## config.mk

```make
export PLATFORM = sky130hd
export DESIGN_NAME = e2r_cordic
export DESIGN_NICKNAME = d
export VERILOG_FILES = /design/src/sv/e2r_pkg.sv /design/src/sv/e2r_cordic.sv
export SDC_FILE = /design/constraint.sdc
export NUM_CORES = 2
export LEC_CHECK = 0
export BUFFER_PORTS_ARGS = -buffer_cell sky130_fd_sc_hd__buf_2
export CAP_MARGIN = 20
export CELL_PAD_IN_SITES_DETAIL_PLACEMENT = 0
export CELL_PAD_IN_SITES_GLOBAL_PLACEMENT = 1
export CORE_UTILIZATION = 47
export CTS_CLUSTER_DIAMETER = 40
export DETAILED_ROUTE_END_ITERATION = 8
export MAX_ROUTING_LAYER = met4
export PLACE_DENSITY_LB_ADDON = 0.08
export SLEW_MARGIN = 20
export SYNTH_ARGS = -nofsm -noshare
export SYNTH_HDL_FRONTEND = slang
export SYNTH_SLANG_ARGS = --single-unit
```

## constraint.sdc

```tcl
create_clock -name i_clk -period 6.48 [get_ports i_clk]
set_input_delay 1.296 -clock i_clk [delete_from_list [all_inputs] [get_ports i_clk]]
set_output_delay 1.296 -clock i_clk [all_outputs]
set_load 0.02 [all_outputs]
```

## src/sv/e2r_pkg.sv

```systemverilog
// Shared constants, types and functions for the Euler-angle to rotation-matrix pipeline.
package e2r_pkg;

    localparam int ANGLE_WIDTH_DEF     = 16;
    localparam int ENTRY_WIDTH_DEF     = 16;
    localparam int TRIG_ITERATIONS_DEF = 16;

    localparam int ANGLE_FRAC = 13;
    localparam int QB         = 30;
    // Q30 working values: angles stay within +-pi/2 after folding and
    // sine/cosine stay within about 1.0, so 34 bits hold every sum.
    localparam int WW = 34;
    // Wide enough for any scaled input angle (up to 32 + 17 bits).
    localparam int ZW = 50;

    typedef logic signed [WW-1:0] t_q;

    localparam logic signed [ZW-1:0] Q_TWO_PI  = ZW'(64'sd6746518852);
    localparam logic signed [ZW-1:0] Q_PI      = ZW'(64'sd3373259426);
    localparam logic signed [ZW-1:0] Q_HALF_PI = ZW'(64'sd1686629713);
    localparam t_q CORDIC_GAIN = WW'(64'sd652032874);

    function automatic t_q atan_q30(input int i);
        logic [31:0] v;
        begin
            case (i)
                0:  v = 32'h3243F6A8;
                1:  v = 32'h1DAC6705;
                2:  v = 32'h0FADBAFC;
                3:  v = 32'h07F56EA6;
                4:  v = 32'h03FEAB76;
                5:  v = 32'h01FFD55B;
                6:  v = 32'h00FFFAAA;
                7:  v = 32'h007FFF55;
                8:  v = 32'h003FFFEA;
                9:  v = 32'h001FFFFD;
                10: v = 32'h000FFFFF;
                11: v = 32'h0007FFFF;
                12: v = 32'h0003FFFF;
                13: v = 32'h0001FFFF;
                14: v = 32'h0000FFFF;
                15: v = 32'h00007FFF;
                16: v = 32'h00003FFF;
                17: v = 32'h00001FFF;
                18: v = 32'h00000FFF;
                19: v = 32'h000007FF;
                20: v = 32'h000003FF;
                21: v = 32'h000001FF;
                22: v = 32'h000000FF;
                23: v = 32'h0000007F;
                24: v = 32'h0000003F;
                25: v = 32'h0000001F;
                26: v = 32'h0000000F;
                27: v = 32'h00000008;
                28: v = 32'h00000004;
                29: v = 32'h00000002;
                30: v = 32'h00000001;
                default: v = 32'h00000000;
            endcase
            atan_q30 = t_q'({2'b00, v});
        end
    endfunction

    // Q30 product with round half up: (p*q + 2^29) >>> 30.
    function automatic t_q qmul(input t_q p, input t_q q);
        logic signed [2*WW-1:0] m;
        begin
            m = p * q + (2*WW)'(64'sd536870912);
            qmul = t_q'(m >>> QB);
        end
    endfunction

endpackage

```

## src/sv/e2r_cordic.sv

```systemverilog
// Pipelined rotation-mode CORDIC, one micro-rotation per register stage.
module e2r_cordic
    import e2r_pkg::*;
#(
    parameter int TRIG_ITERATIONS = TRIG_ITERATIONS_DEF
) (
    input  logic i_clk,
    input  logic i_en,
    input  t_q   i_z,
    input  logic i_flip,
    output t_q   o_sin,
    output t_q   o_cos
);

    localparam int N = (TRIG_ITERATIONS < 32) ? TRIG_ITERATIONS : 32;

    t_q   r_x [1:N];
    t_q   r_y [1:N];
    t_q   r_z [1:N];
    logic r_f [1:N];
    t_q   r_sin;
    t_q   r_cos;

    for (genvar g = 0; g < N; g++) begin : g_iter
        t_q   x;
        t_q   y;
        t_q   z;
        logic f;

        if (g == 0) begin : g_src
            assign x = CORDIC_GAIN;
            assign y = '0;
            assign z = i_z;
            assign f = i_flip;
        end else begin : g_src
            assign x = r_x[g];
            assign y = r_y[g];
            assign z = r_z[g];
            assign f = r_f[g];
        end

        always_ff @(posedge i_clk) begin
            if (i_en) begin
                if (!z[WW-1]) begin
                    r_x[g+1] <= x - (y >>> g);
                    r_y[g+1] <= y + (x >>> g);
                    r_z[g+1] <= z - atan_q30(g);
                end else begin
                    r_x[g+1] <= x + (y >>> g);
                    r_y[g+1] <= y - (x >>> g);
                    r_z[g+1] <= z + atan_q30(g);
                end
                r_f[g+1] <= f;
            end
        end
    end

    always_ff @(posedge i_clk) begin
        if (i_en) begin
            r_sin <= r_f[N] ? -r_y[N] : r_y[N];
            r_cos <= r_f[N] ? -r_x[N] : r_x[N];
        end
    end

    assign o_sin = r_sin;
    assign o_cos = r_cos;

endmodule

```

* Yosys cells after proc, flatten, opt, wreduce, memory -nomap -nowiden
Memories as Yosys holds them, arrays and structs flattened. Index checks and enable logic that the tools add are counted.
Storage, ports and cells: input port bits 37, memories kept 4, flip-flop bits (word level) 68, RAM bits 1648, output and inout bits 68, logic and storage cells 296
Operators by class: muxes and demuxes 148, bitwise logic cells 48, add/sub/neg operators 94
Memory list:
- r_x | words 16, bits a word 34, rd ports 16, clocked after Yosys merged registers in 0, wr ports 16, RTL line e2r_cordic.sv:17 | t_q r_x [1:N];
- r_y | words 16, bits a word 34, rd ports 16, clocked after Yosys merged registers in 0, wr ports 16, RTL line e2r_cordic.sv:18 | t_q r_y [1:N];
- r_z | words 16, bits a word 34, rd ports 15, clocked after Yosys merged registers in 0, wr ports 16, RTL line e2r_cordic.sv:19 | t_q r_z [1:N];
- r_f | words 16, bits a word 1, rd ports 16, clocked after Yosys merged registers in 0, wr ports 16, RTL line e2r_cordic.sv:20 | logic r_f [1:N];
Operators by type and width (number):
- two-way mux 34 bit | 50
- two-way mux 1 bit | 98
- adder 34 x 19 -> 34 bit | 2
- adder 34 x 20 -> 34 bit | 2
- adder 34 x 21 -> 34 bit | 2
- adder 34 x 22 -> 34 bit | 2
- adder 34 x 23 -> 34 bit | 2
- adder 34 x 24 -> 34 bit | 2
- adder 34 x 25 -> 34 bit | 2
- adder 34 x 26 -> 34 bit | 2
- adder 34 x 27 -> 34 bit | 2
- adder 34 x 28 -> 34 bit | 2
- adder 34 x 29 -> 34 bit | 2
- adder 34 x 30 -> 34 bit | 2
- adder 34 x 31 -> 34 bit | 2
- adder 34 x 32 -> 34 bit | 2
- adder 34 x 33 -> 34 bit | 2
- negator 34 bit | 2
- subtractor 34 x 19 -> 34 bit | 2
- subtractor 34 x 20 -> 34 bit | 2
- subtractor 34 x 21 -> 34 bit | 2
- subtractor 34 x 22 -> 34 bit | 2
- subtractor 34 x 23 -> 34 bit | 2
- subtractor 34 x 24 -> 34 bit | 2
- other kinds (42) | 98

* Depth between registers and ports, before layout
An unclocked memory read counts as a cell.
word-level depth 5, mapped depth 23, mapped depth without buffers 23

* Least setup slack after synthesis
OpenSTA, ideal clock, no wires.
path kind in2reg, from input i_en, to register, netlist name r_y[0][235], data arrival time 6151 ps, buffers on the path 4, data required time 6218 ps, slack 67 ps, cell stages on the path 19, cell sequence clkbuf_1 > clkbuf_1 > nand2_1 > inv_1 > clkbuf_1 > clkbuf_1 > nor2_1 > xnor2_1 > ha_1 > a21oi_1 > nand2_1 > or4_1 > a2bb2oi_1 > a221o_1 > a221o_1 > a221o_1 > a2111oi_2 > a21oi_1 > xor2_1
RTL lines:
- start: declaration | RTL line e2r_cordic.sv:8 | input logic i_en,

==> qor.txt <==
Initial Util: 47.4%
TritonRoute pass-1 iters: 6
Die height: 528 µm
Cell area after synthesis: 130,000 µm²
Final period util: 90.8%
Area growth syn-to-layout: 11.8%
Outcome: finished, final reports clean
Hold Path Depth: 0
Final WL: 358,000 µm
Clock transition at the registers of the reported paths: 50 ps
Die area: 278,000 µm²
Post-CTS Setup Bufs: 0
Finish-stage setup viols: 0
Skew final: 44.6 ps
Top cells by area, synth: edfxtp_1, ha_1, xnor2_1, a21oi_1, a21o_1
Nets@finish: 15,300
Gp weighted congestion: 0.940
ANT nets after route: 0
First-pass GRT wire length: 564,000 µm
Site Rows: 192
Clk Latency, worst-skew pair: 890 ps
Crit path launch type: flop
Port bufs: 104
H-tree depth: 5
CTS buffer count: 290
Hpwl dp: 285,000 µm
Vias per std cell: 5.83
Post-Synthesis Cells: 13,400
Vias in the first global route: 101,000
Seq/Total Area, Yosys: 36.0%
Highest clock rate: 0.170 GHz
Share of cells above drive strength 1: 6.50%
Slew at the pin closest to its max-slew limit: 1120 ps
EDFF count, synth: 1,556
Most common cell after layout, fill and taps aside: edfxtp_1
CTS root buffer: clkbuf_16
RSZ-0062 raised after global routing: no
Ys Warns: 0
# DRC: 0
Area share of the largest cell type after synthesis: 36.0%
CP Capture Type: flop
Fill count: 24,900
Flip-flop and latch count after synthesis: 1,556
All-Layer GR Usage: 26.0%
Syn_nets: 14,900
Most frequent cells in the layout: edfxtp_1, ha_1, xnor2_1
Post_cts resized: 0
Setup_tns: 0 ps
CP Cell Sequence: or3_1, nor3_1, and3b_1, nand2_1, nor3_1, nor2_1, xor2_1, ha_1, a21o_1, a21oi_1, o21ai_0, a21oi_1, o21bai_1, o41ai_1, o21ai_0, o311a_1
Worst Path Arrival: 6520 ps
R2R cell count: 16
Boundary pin count: 105
Initial DRC Count: 7,164
Max_cap viols: 0
Slowest cell on crit path: o41ai_1
Final Max Tran Viols: 0
Count of cell types in the netlist: 93
Wire per inst: 20.3 µm
Rel. slew slack: 24.0%
Largest net degree at the start of global routing: 155
Antenna violations before repair: 7
CTS tree: done
Area of the core: 274,000 µm²
CP required: 7120 ps
Crit Path Class: flop to flop
Max FO, Critical Path: 6
Hold WC Path Type: flop to flop
Async S/R FF share, synth: 0%
GRT overflow: 0
Sequential Area: 46,700 µm²
Dominant synthesized flop cell: edfxtp_1
CTS Sinks: 1,556
Via count: 103,000
Multi-input gate area: 80,300 µm²
Clock Path Buffers: 4
Dominant cell type by area after synthesis: edfxtp_1
Delay of the slowest critical-path stage: 970 ps
Overall die width: 528 µm
Post-CTS Hold Fix Bufs: 0
Min Tclk post-route: 5890 ps
Mean post-synth cell area: 9.68 µm²
Final number of hold-violating endpoints: 0
## cell type report
| type | count | area share [%] |
|---|---|---|
| multi-input cells | 11100 | 55.3 |
| flip-flops and latches | 1556 | 32.2 |
| clock buffers | 314 | 5.09 |
| well taps | 3686 | 3.18 |
| clock inverters | 208 | 1.57 |
| inverters | 542 | 1.40 |
| repair buffers | 263 | 1.22 |
| diodes | 2 | 0.00345 |
## cell usage after synthesis (217+ instances only)
master,n
nand2b_1,228
edfxtp_1,1556
o21a_1,217
inv_1,537
xnor2_1,1342
nand2_1,771
o21ai_0,738
a21o_1,700
xor2_1,600
nor3_1,286
nand3_1,223
nor2_1,983
a21oi_1,1329
ha_1,1427
## stage by stage
stage | hold slack, ps | util [%] | area, µm² | setup WS (ps) | instances
final | 416 | 52.9 | 145000 | 595 | 17700
after global routing | 422 | 52.9 | 145000 | 400 | 17700
after CTS | 412 | 52.9 | 145000 | 778 | 17700
after detailed placement | 406 | 49.4 | 135000 | 227 | 17100
after global placement | 404 | 49.4 | 135000 | 293 | 17100
after floorplan | 400 | - | 130000 | 67.1 | 13400
## sequential cells by signal, indices dropped and copies added, names as in the netlist
| name | flops |
|---|---|
| r_y | 511 |
| r_f | 16 |
| r_z | 477 |
| o_sin | 34 |
| o_cos | 34 |
| r_x | 484 |
## critical path, delay by kind of cell, from the launching register on
family	cells	cell delay, ps
AOI/OAI and AO/OA	8	2370
DFF	1	500
and+or+nand+nor	6	2200
xor gates and xnor gates	1	190
adders and majority gates	1	360
## layer usage
layer / wire (µm) / global-route usage [%]
met3: 14300 / 2.62
met4: 11400 / 8.04
met2: 166000 / 42.2
met1: 167000 / 34.1
met5: 0 / -
## cells by family after synthesis
group,count (synthesis),synth area share (%)
AO/OA/AOI/OAI,4215,20.8
XOR/XNOR,1944,13.1
adder cells (fa/ha/maj),1473,14.5
buffers and inverters,753,2.18
flip-flops,1556,36.0
multiplexers,95,0.768
AND/OR/NAND/NOR,3373,12.6
## path summary, 6_finish.rpt
kind / startpoint / end / slack (ps)
worst max-delay path: r_y[0][178]$_DFFE_PP_ / r_x[0][235]$_DFFE_PP_ / 590
worst min-delay path: r_f[0][2]$_DFFE_PP_ / r_f[0][3]$_DFFE_PP_ / 420
worst max register to register: r_y[0][178]$_DFFE_PP_ / r_x[0][235]$_DFFE_PP_ / 590
worst min register to register: r_f[0][2]$_DFFE_PP_ / r_f[0][3]$_DFFE_PP_ / 420
Power is not shown: default switching activity piles up to over one toggle a cycle in this logic, so the estimate is an artifact.
