===== src/sv/e2r_pkg.sv =====
// Shared constants, types and functions for the Euler-angle to rotation-matrix pipeline.
package e2r_pkg;

    localparam int ANGLE_WIDTH_DEF     = 16;
    localparam int ENTRY_WIDTH_DEF     = 16;
    localparam int TRIG_ITERATIONS_DEF = 16;

    localparam int ANGLE_FRAC = 13;
    localparam int QB         = 30;
    // Q30 working values: angles stay within +-pi/2 after folding and
    // sine/cosine stay within about 1.0, so 34 bits hold every sum.
    localparam int WW = 34;
    // Wide enough for any scaled input angle (up to 32 + 17 bits).
    localparam int ZW = 50;

    typedef logic signed [WW-1:0] t_q;

    localparam logic signed [ZW-1:0] Q_TWO_PI  = ZW'(64'sd6746518852);
    localparam logic signed [ZW-1:0] Q_PI      = ZW'(64'sd3373259426);
    localparam logic signed [ZW-1:0] Q_HALF_PI = ZW'(64'sd1686629713);
    localparam t_q CORDIC_GAIN = WW'(64'sd652032874);

    function automatic t_q atan_q30(input int i);
        logic [31:0] v;
        begin
            case (i)
                0:  v = 32'h3243F6A8;
                1:  v = 32'h1DAC6705;
                2:  v = 32'h0FADBAFC;
                3:  v = 32'h07F56EA6;
                4:  v = 32'h03FEAB76;
                5:  v = 32'h01FFD55B;
                6:  v = 32'h00FFFAAA;
                7:  v = 32'h007FFF55;
                8:  v = 32'h003FFFEA;
                9:  v = 32'h001FFFFD;
                10: v = 32'h000FFFFF;
                11: v = 32'h0007FFFF;
                12: v = 32'h0003FFFF;
                13: v = 32'h0001FFFF;
                14: v = 32'h0000FFFF;
                15: v = 32'h00007FFF;
                16: v = 32'h00003FFF;
                17: v = 32'h00001FFF;
                18: v = 32'h00000FFF;
                19: v = 32'h000007FF;
                20: v = 32'h000003FF;
                21: v = 32'h000001FF;
                22: v = 32'h000000FF;
                23: v = 32'h0000007F;
                24: v = 32'h0000003F;
                25: v = 32'h0000001F;
                26: v = 32'h0000000F;
                27: v = 32'h00000008;
                28: v = 32'h00000004;
                29: v = 32'h00000002;
                30: v = 32'h00000001;
                default: v = 32'h00000000;
            endcase
            atan_q30 = t_q'({2'b00, v});
        end
    endfunction

    // Q30 product with round half up: (p*q + 2^29) >>> 30.
    function automatic t_q qmul(input t_q p, input t_q q);
        logic signed [2*WW-1:0] m;
        begin
            m = p * q + (2*WW)'(64'sd536870912);
            qmul = t_q'(m >>> QB);
        end
    endfunction

endpackage


===== src/sv/e2r_reduce.sv =====
// Angle range reduction: scale to Q30, wrap to [-pi, pi], fold to [-pi/2, pi/2].
module e2r_reduce
    import e2r_pkg::*;
#(
    parameter int ANGLE_WIDTH = ANGLE_WIDTH_DEF
) (
    input  logic                          i_clk,
    input  logic                          i_en,
    input  logic signed [ANGLE_WIDTH-1:0] i_angle,
    output t_q                            o_z,
    output logic                          o_flip
);

    localparam int PW = ANGLE_WIDTH + 18;
    // Turns per raw angle unit, scaled by 2^32:
    // round(2^(32 + QB - ANGLE_FRAC) / Q_TWO_PI).
    localparam logic signed [17:0] INV_TURN = 18'sd83443;

    logic signed [ZW-1:0] sc;
    logic signed [PW-1:0] prod;
    logic signed [17:0]   n_k;
    logic signed [ZW-1:0] r_sc;
    logic signed [17:0]   r_k;
    logic signed [ZW-1:0] r_a;
    logic signed [ZW-1:0] r_b;
    logic signed [ZW-1:0] n_a;
    logic signed [ZW-1:0] n_b;
    logic signed [ZW-1:0] w;
    t_q                   r_z;
    logic                 r_flip;

    // Stage 1: scale to Q30 and estimate the whole turns from the raw angle.
    // The estimate is the floor of the turn count or one below it.
    always_comb begin
        sc   = ZW'(i_angle) <<< (QB - ANGLE_FRAC);
        prod = PW'(i_angle) * PW'(INV_TURN);
        n_k  = 18'(prod >>> 32);
    end

    always_ff @(posedge i_clk) begin
        if (i_en) begin
            r_sc <= sc;
            r_k  <= n_k;
        end
    end

    // Stage 2: subtract whole turns, leaving roughly [0, 2pi].
    always_comb begin
        n_a = r_sc - ZW'(r_k) * Q_TWO_PI;
    end

    always_ff @(posedge i_clk) begin
        if (i_en) begin
            r_a <= n_a;
        end
    end

    // Stage 3: land in [-pi, pi] after the estimate is off by at most one turn.
    always_comb begin
        n_b = r_a;
        if (n_b > Q_PI) begin
            n_b = n_b - Q_TWO_PI;
        end else if (n_b < -Q_PI) begin
            n_b = n_b + Q_TWO_PI;
        end
    end

    always_ff @(posedge i_clk) begin
        if (i_en) begin
            r_b <= n_b;
        end
    end

    // Stage 4: fold onto the right half plane and flag folded angles for negation.
    always_comb begin
        w = r_b;
        if (r_b > Q_HALF_PI) begin
            w = r_b - Q_PI;
        end else if (r_b < -Q_HALF_PI) begin
            w = r_b + Q_PI;
        end
    end

    always_ff @(posedge i_clk) begin
        if (i_en) begin
            r_z    <= t_q'(w);
            r_flip <= (r_b > Q_HALF_PI) || (r_b < -Q_HALF_PI);
        end
    end

    assign o_z    = r_z;
    assign o_flip = r_flip;

endmodule


===== config.mk =====
export PLATFORM = sky130hd
export DESIGN_NAME = e2r_reduce
export DESIGN_NICKNAME = d
export VERILOG_FILES = /design/src/sv/e2r_pkg.sv /design/src/sv/e2r_reduce.sv
export SDC_FILE = /design/constraint.sdc
export NUM_CORES = 1
export LEC_CHECK = 0
export BUFFER_PORTS_ARGS = -buffer_cell sky130_fd_sc_hd__buf_2
export CAP_MARGIN = 15
export CELL_PAD_IN_SITES_DETAIL_PLACEMENT = 0
export CELL_PAD_IN_SITES_GLOBAL_PLACEMENT = 1
export CORE_AREA = 2 2 133 200
export DETAILED_ROUTE_END_ITERATION = 8
export DIE_AREA = 0 0 135 202
export GPL_ROUTABILITY_DRIVEN = 0
export GPL_TIMING_DRIVEN = 0
export MAX_ROUTING_LAYER = met4
export PLACE_DENSITY_LB_ADDON = 0.1
export SKIP_LAST_GASP = 1
export SLEW_MARGIN = 20
export SYNTH_ARGS = -nofsm -noshare
export SYNTH_HDL_FRONTEND = slang
export SYNTH_SLANG_ARGS = --single-unit

===== constraint.sdc =====
create_clock -name i_clk -period 6.9 [get_ports i_clk]
set_input_delay 0.69 -clock i_clk [delete_from_list [all_inputs] [get_ports i_clk]]
set_output_delay 0.69 -clock i_clk [all_outputs]
set_load 0.01 [all_outputs]

Word-level counts from Yosys, hierarchy flattened
Cells that the tools add are included.
{"block": "classes", "mux": 4, "add_sub_neg": 5, "n_reduce_logical": 1, "order_cmp": 4, "mul": 2}
{"op": "$mux 50", "n": 2}
{"op": "$mux 34", "n": 2}
{"op": "$add 50x34->50 const B", "n": 1}
{"op": "$gt 50x32->1 const B", "n": 1}
{"op": "$gt 50x33->1 const B", "n": 1}
{"op": "$lt 50x32->1 const B", "n": 1}
{"op": "$lt 50x33->1 const B", "n": 1}
{"op": "$sub 50x34->50 const B", "n": 1}
{"op": "$sub 33x36->37", "n": 1}
{"op": "$add 34x33->34 const B", "n": 1}
{"op": "$mul 16x18->34 const B", "n": 1}
{"op": "$mul 2x32->34 const B", "n": 1}
{"op": "$sub 34x33->34 const B", "n": 1}
{"op": "$logic_or 1x1->1", "n": 1}
{"block": "totals", "word_cells": 22, "regBits": 153, "out_inout_bits": 35, "input_bits": 18}

Depth between registers and ports, before layout
{"block": "logic_depth", "word_depth": 3, "mapped_depth": 20, "ltp_nobuf": 20}

Worst setup path before layout
No wires, ideal clock.
{"block": "synth_timing", "path_type": "input port to flip-flop", "start": "input i_angle[4]", "end": "register r_k[0] (data pin)", "stages": 18, "arrival_time_ns": 5.271, "path_slack_ns": 1.367, "path_buffers": 0, "path_cell_list": "fa_1 -> inv_1 -> fa_1 -> fa_1 -> fa_1 -> inv_1 -> fa_1 -> inv_1 -> fa_1 -> inv_1 -> ha_1 -> a2111oi_0 -> o21ai_0 -> a211oi_1 -> o21ai_0 -> a2111oi_0 -> o31ai_1 -> xnor2_1"}
{"block": "synth_between", "elab_chain_cells": 1}
{"item": "start: declaration", "line": "e2r_reduce.sv:9", "text": "input logic signed [ANGLE_WIDTH-1:0] i_angle,"}
{"item": "$mul 16x18->34", "line": "e2r_reduce.sv:36", "text": "prod = PW'(i_angle) * PW'(INV_TURN);"}
{"item": "via prod[32]", "line": "e2r_reduce.sv:20", "text": "logic signed [PW-1:0] prod;"}
{"item": "end signal: assignment", "line": "e2r_reduce.sv:43", "text": "r_k <= n_k;"}
{"item": "end: declaration", "line": "e2r_reduce.sv:23", "text": "logic signed [17:0] r_k;"}
The timed path passes the listed nets, and every way through them passes these cells.
A chain may end at the register's enable or synchronous reset.

Worst setup path in the final report
{"block": "layout_timing", "start": "input i_angle[5]", "end": "register r_k[0] (data pin)"}
The elaborated chain is that of the path after synthesis.

==> impl_metrics.csv <==
group,metric,value,unit
run_status,status,"completed",
route,routedWlPerCell,17.9,microns
cells_and_area,nets,1623,
sta,post-route-min-period,6.44,ns
cells_and_area,layout-drive-gt1-share,8.20,%
clocking,clk-insertion-delay-late,0.43,ns
route,wl,30.2,mm
floorplan,core_area,25600,sq um
synthesis,synth_cells,1270,
setup_path,critPathCaptureType,"flop",
synthesis,synth.yosys.seq_area_share,29.7,%
setup_path,ff2ff_path_depth,12,
pwr,seqPwrFrac,24.7,%
synthesis,netlist_area,12600,sq um
clocking,hold_buffers,0,
pwr,swShare,42.7,%
sta,max_clock_freq,155,MHz
synthesis,synth_common_cells,"ha_1, inv_1, edfxtp_1",
floorplan,ioPinCount,53,
sta,finalHoldViolations,0,
floorplan,rows,72,
clocking,numCtsBuffers,17,
setup_path,required,7.07,ns
route,drtAntennaViolNets,0,
setup_path,path_max_fanout,9,
sta,hold_ws,0.579,ns
floorplan,die_h,202,microns
synthesis,yosysTopAreaCellShare,29.7,%
placement,place_hpwl,24.6,mm
synthesis,synthFlopType,"edfxtp_1",
pwr,p_sw,2.10,mW
pwr,pwr-share-clk,18.1,%
route,drc,0,
sta,setup_viol_count_final,0,
pwr,vdd_drop_max,0.321,mV
synthesis,synth_edf_count,125,
route,dr.pass1.iters,5,
floorplan,die_x,135,microns
pwr,powerDensity,353,nW/um^2
synthesis,synth_fp_nets,1552,
pwr,power.leakage,6.12,nW
grt,grt_start_max_net_pins,79,
grt,grt_pass1_vias,9858,
setup_path,critPathKind,"in -> reg",
synthesis,synth-seq-cells,125,
worst_hold_path,hold_path_class,"reg -> reg",
pwr,power.internal,2.82,mW
route,drt_iter0_drc,350,
clocking,cts_buffer_depth,2,
synthesis,syn_avg_cell_area,9.95,sq um
route,vias,9522,
grt,grt_pass1_wl,49.4,mm
sta,final.setup.worst_slack,0.463,ns
cells_and_area,fill_cells,2357,
pwr,p_comb_share,57.2,%
grt,grt_usage,24.1,%
clocking,cts_resized,0,
clocking,cts-root-buf,"clkbuf_16",
clocking,cts_tree,"built",
clocking,tritoncts_num_sinks,125,
sta,rsz0062_at_grt,"false",
floorplan,dieArea,27300,sq um
synthesis,synth_cell_type_count,78,
sta,slew_violations,0,
synthesis,ys.warnings.count,0,
setup_path,start_kind,"input port",
sta,fin_skew,0.00934,ns
cells_and_area,num_antenna_cells,0,
sta,worst_pin_slew,0.781,ns
run,maxCapViolations,0,
worst_hold_path,hold_depth,2,
grt,antenna_found_initial,0,
pwr,finalPower,4.92,mW
sta,slew_headroom,47.2,%
synthesis,synth_area_leaders,"edfxtp_1, ha_1, fa_1",
clocking,clk_transition_reported_paths,0.05,ns
synthesis,synth.most_common_cell,"ha_1",
floorplan,initial_utilization,49.4,%
route,via_per_inst,5.64,
cells_and_area,syn2layout_area_growth,10.2,%
placement,pre_cts_ws,-0.0125,ns
sta,post-route-period-util,93.3,%
placement,io_buffers,51,
synthesis,synth_top_area_cell,"edfxtp_1",
synthesis,synthArstFlopShare,0,%
clocking,cts_setup_buffers,0,
setup_path,arrival,6.61,ns
grt,overflow,0,
clocking,cts_htree_levels,4,
final cells by class:
class                   instances  area, sq um  share of cell area [%]
flip-flops and latches        125         3750                    27.0
multi-input cells             909         7960                    57.2
repair buffers                 52          289                    2.08
clock inverters                13          149                    1.07
inverters                     172          646                    4.64
well taps                     333          417                    2.99
plain buffers                  64          274                    1.97
clock buffers                  19          433                    3.11
stage by stage:
step / util (%) / area, sq um / std cells / setup TNS (ns)
after floorplan: - / 12600 / 1270 / 0
after global placement: 52.0 / 13300 / 1654 / 0
after detailed placement: 52.1 / 13300 / 1655 / -0.0125
after CTS: 54.4 / 13900 / 1687 / 0
after global routing: 54.4 / 13900 / 1687 / 0
final: 54.4 / 13900 / 1687 / 0
power groups by stage:
stage	clock (mW)	combinational (mW)	sequential (mW)
2_1_floorplan	0	2.04	1.24
3_3_place_gp	0	2.79	1.23
3_5_place_dp	0	2.84	1.23
4_1_cts	0.902	2.86	1.22
5_1_grt	0.934	3.28	1.24
6_report	0.889	2.81	1.21
layout by cell type, fill, tap and decap left out, types with 16 or more instances in the layout:
cell type / n
a21o_1: 24
a21oi_1: 64
a31oi_1: 16
buf_2: 59
clkbuf_1: 51
clkbuf_16: 17
edfxtp_1: 125
fa_1: 80
ha_1: 184
inv_1: 171
nand2_1: 59
nand3_1: 23
nand4_1: 19
nor2_1: 61
nor3_1: 26
o21ai_0: 48
o22ai_1: 20
xnor2_1: 29
xor2_1: 47
sequential cells by signal (all words and copies together) (netlist names):
signal	cells
r_b	48
o_z	33
r_a	25
r_sc	16
r_k	2
o_flip	1
final timing paths:
kind                     from                end  slack [ns]
max                i_angle[5]   r_k[0]$_DFFE_PP_        0.46
min          r_b[3]$_DFFE_PP_   o_z[3]$_DFFE_PP_        0.58
max reg2reg  r_k[1]$_DFFE_PP_  r_a[33]$_DFFE_PP_        3.31
min reg2reg  r_b[3]$_DFFE_PP_   o_z[3]$_DFFE_PP_        0.58
layer usage:
metal,wire [microns],global-route usage [%],up-vias,part of all wire [%]
met3,623,2.73,82,2.1
met4,1770,14.0,0,5.9
met1,10400,21.9,4558,34
met5,0,-,-,0
li1,-,-,4686,-
met2,17500,46.9,196,58
critical path, stage by stage:
cell       delay, ns
buf_2           0.26
fa_1            0.53
xor2_1          0.19
ha_1            0.19
a21o_1          0.16
fa_1            0.49
fa_1            0.45
fa_1            0.56
inv_1           0.06
fa_1            0.53
inv_1           0.04
ha_1            0.21
a2111oi_0       0.62
o21ai_0         0.18
a211oi_1        0.38
o21ai_0         0.36
a2111oi_0       0.40
o31ai_1         0.15
xnor2_1         0.16
cells by family (layout without fill, tap and decap cells):
group,after synthesis,after routing,synth area share [%]
AO/OA/AOI/OAI,298,298,15.8
other,1,1,0.0297
buffers and inverters,236,320,7.28
multiplexers,1,1,0.0891
adder cells (fa/ha/maj),264,264,30.9
flip-flops,125,125,29.7
AND/OR/NAND/NOR,269,269,10.9
XOR/XNOR,76,76,5.27
Power figures use the tool's default switching activity.
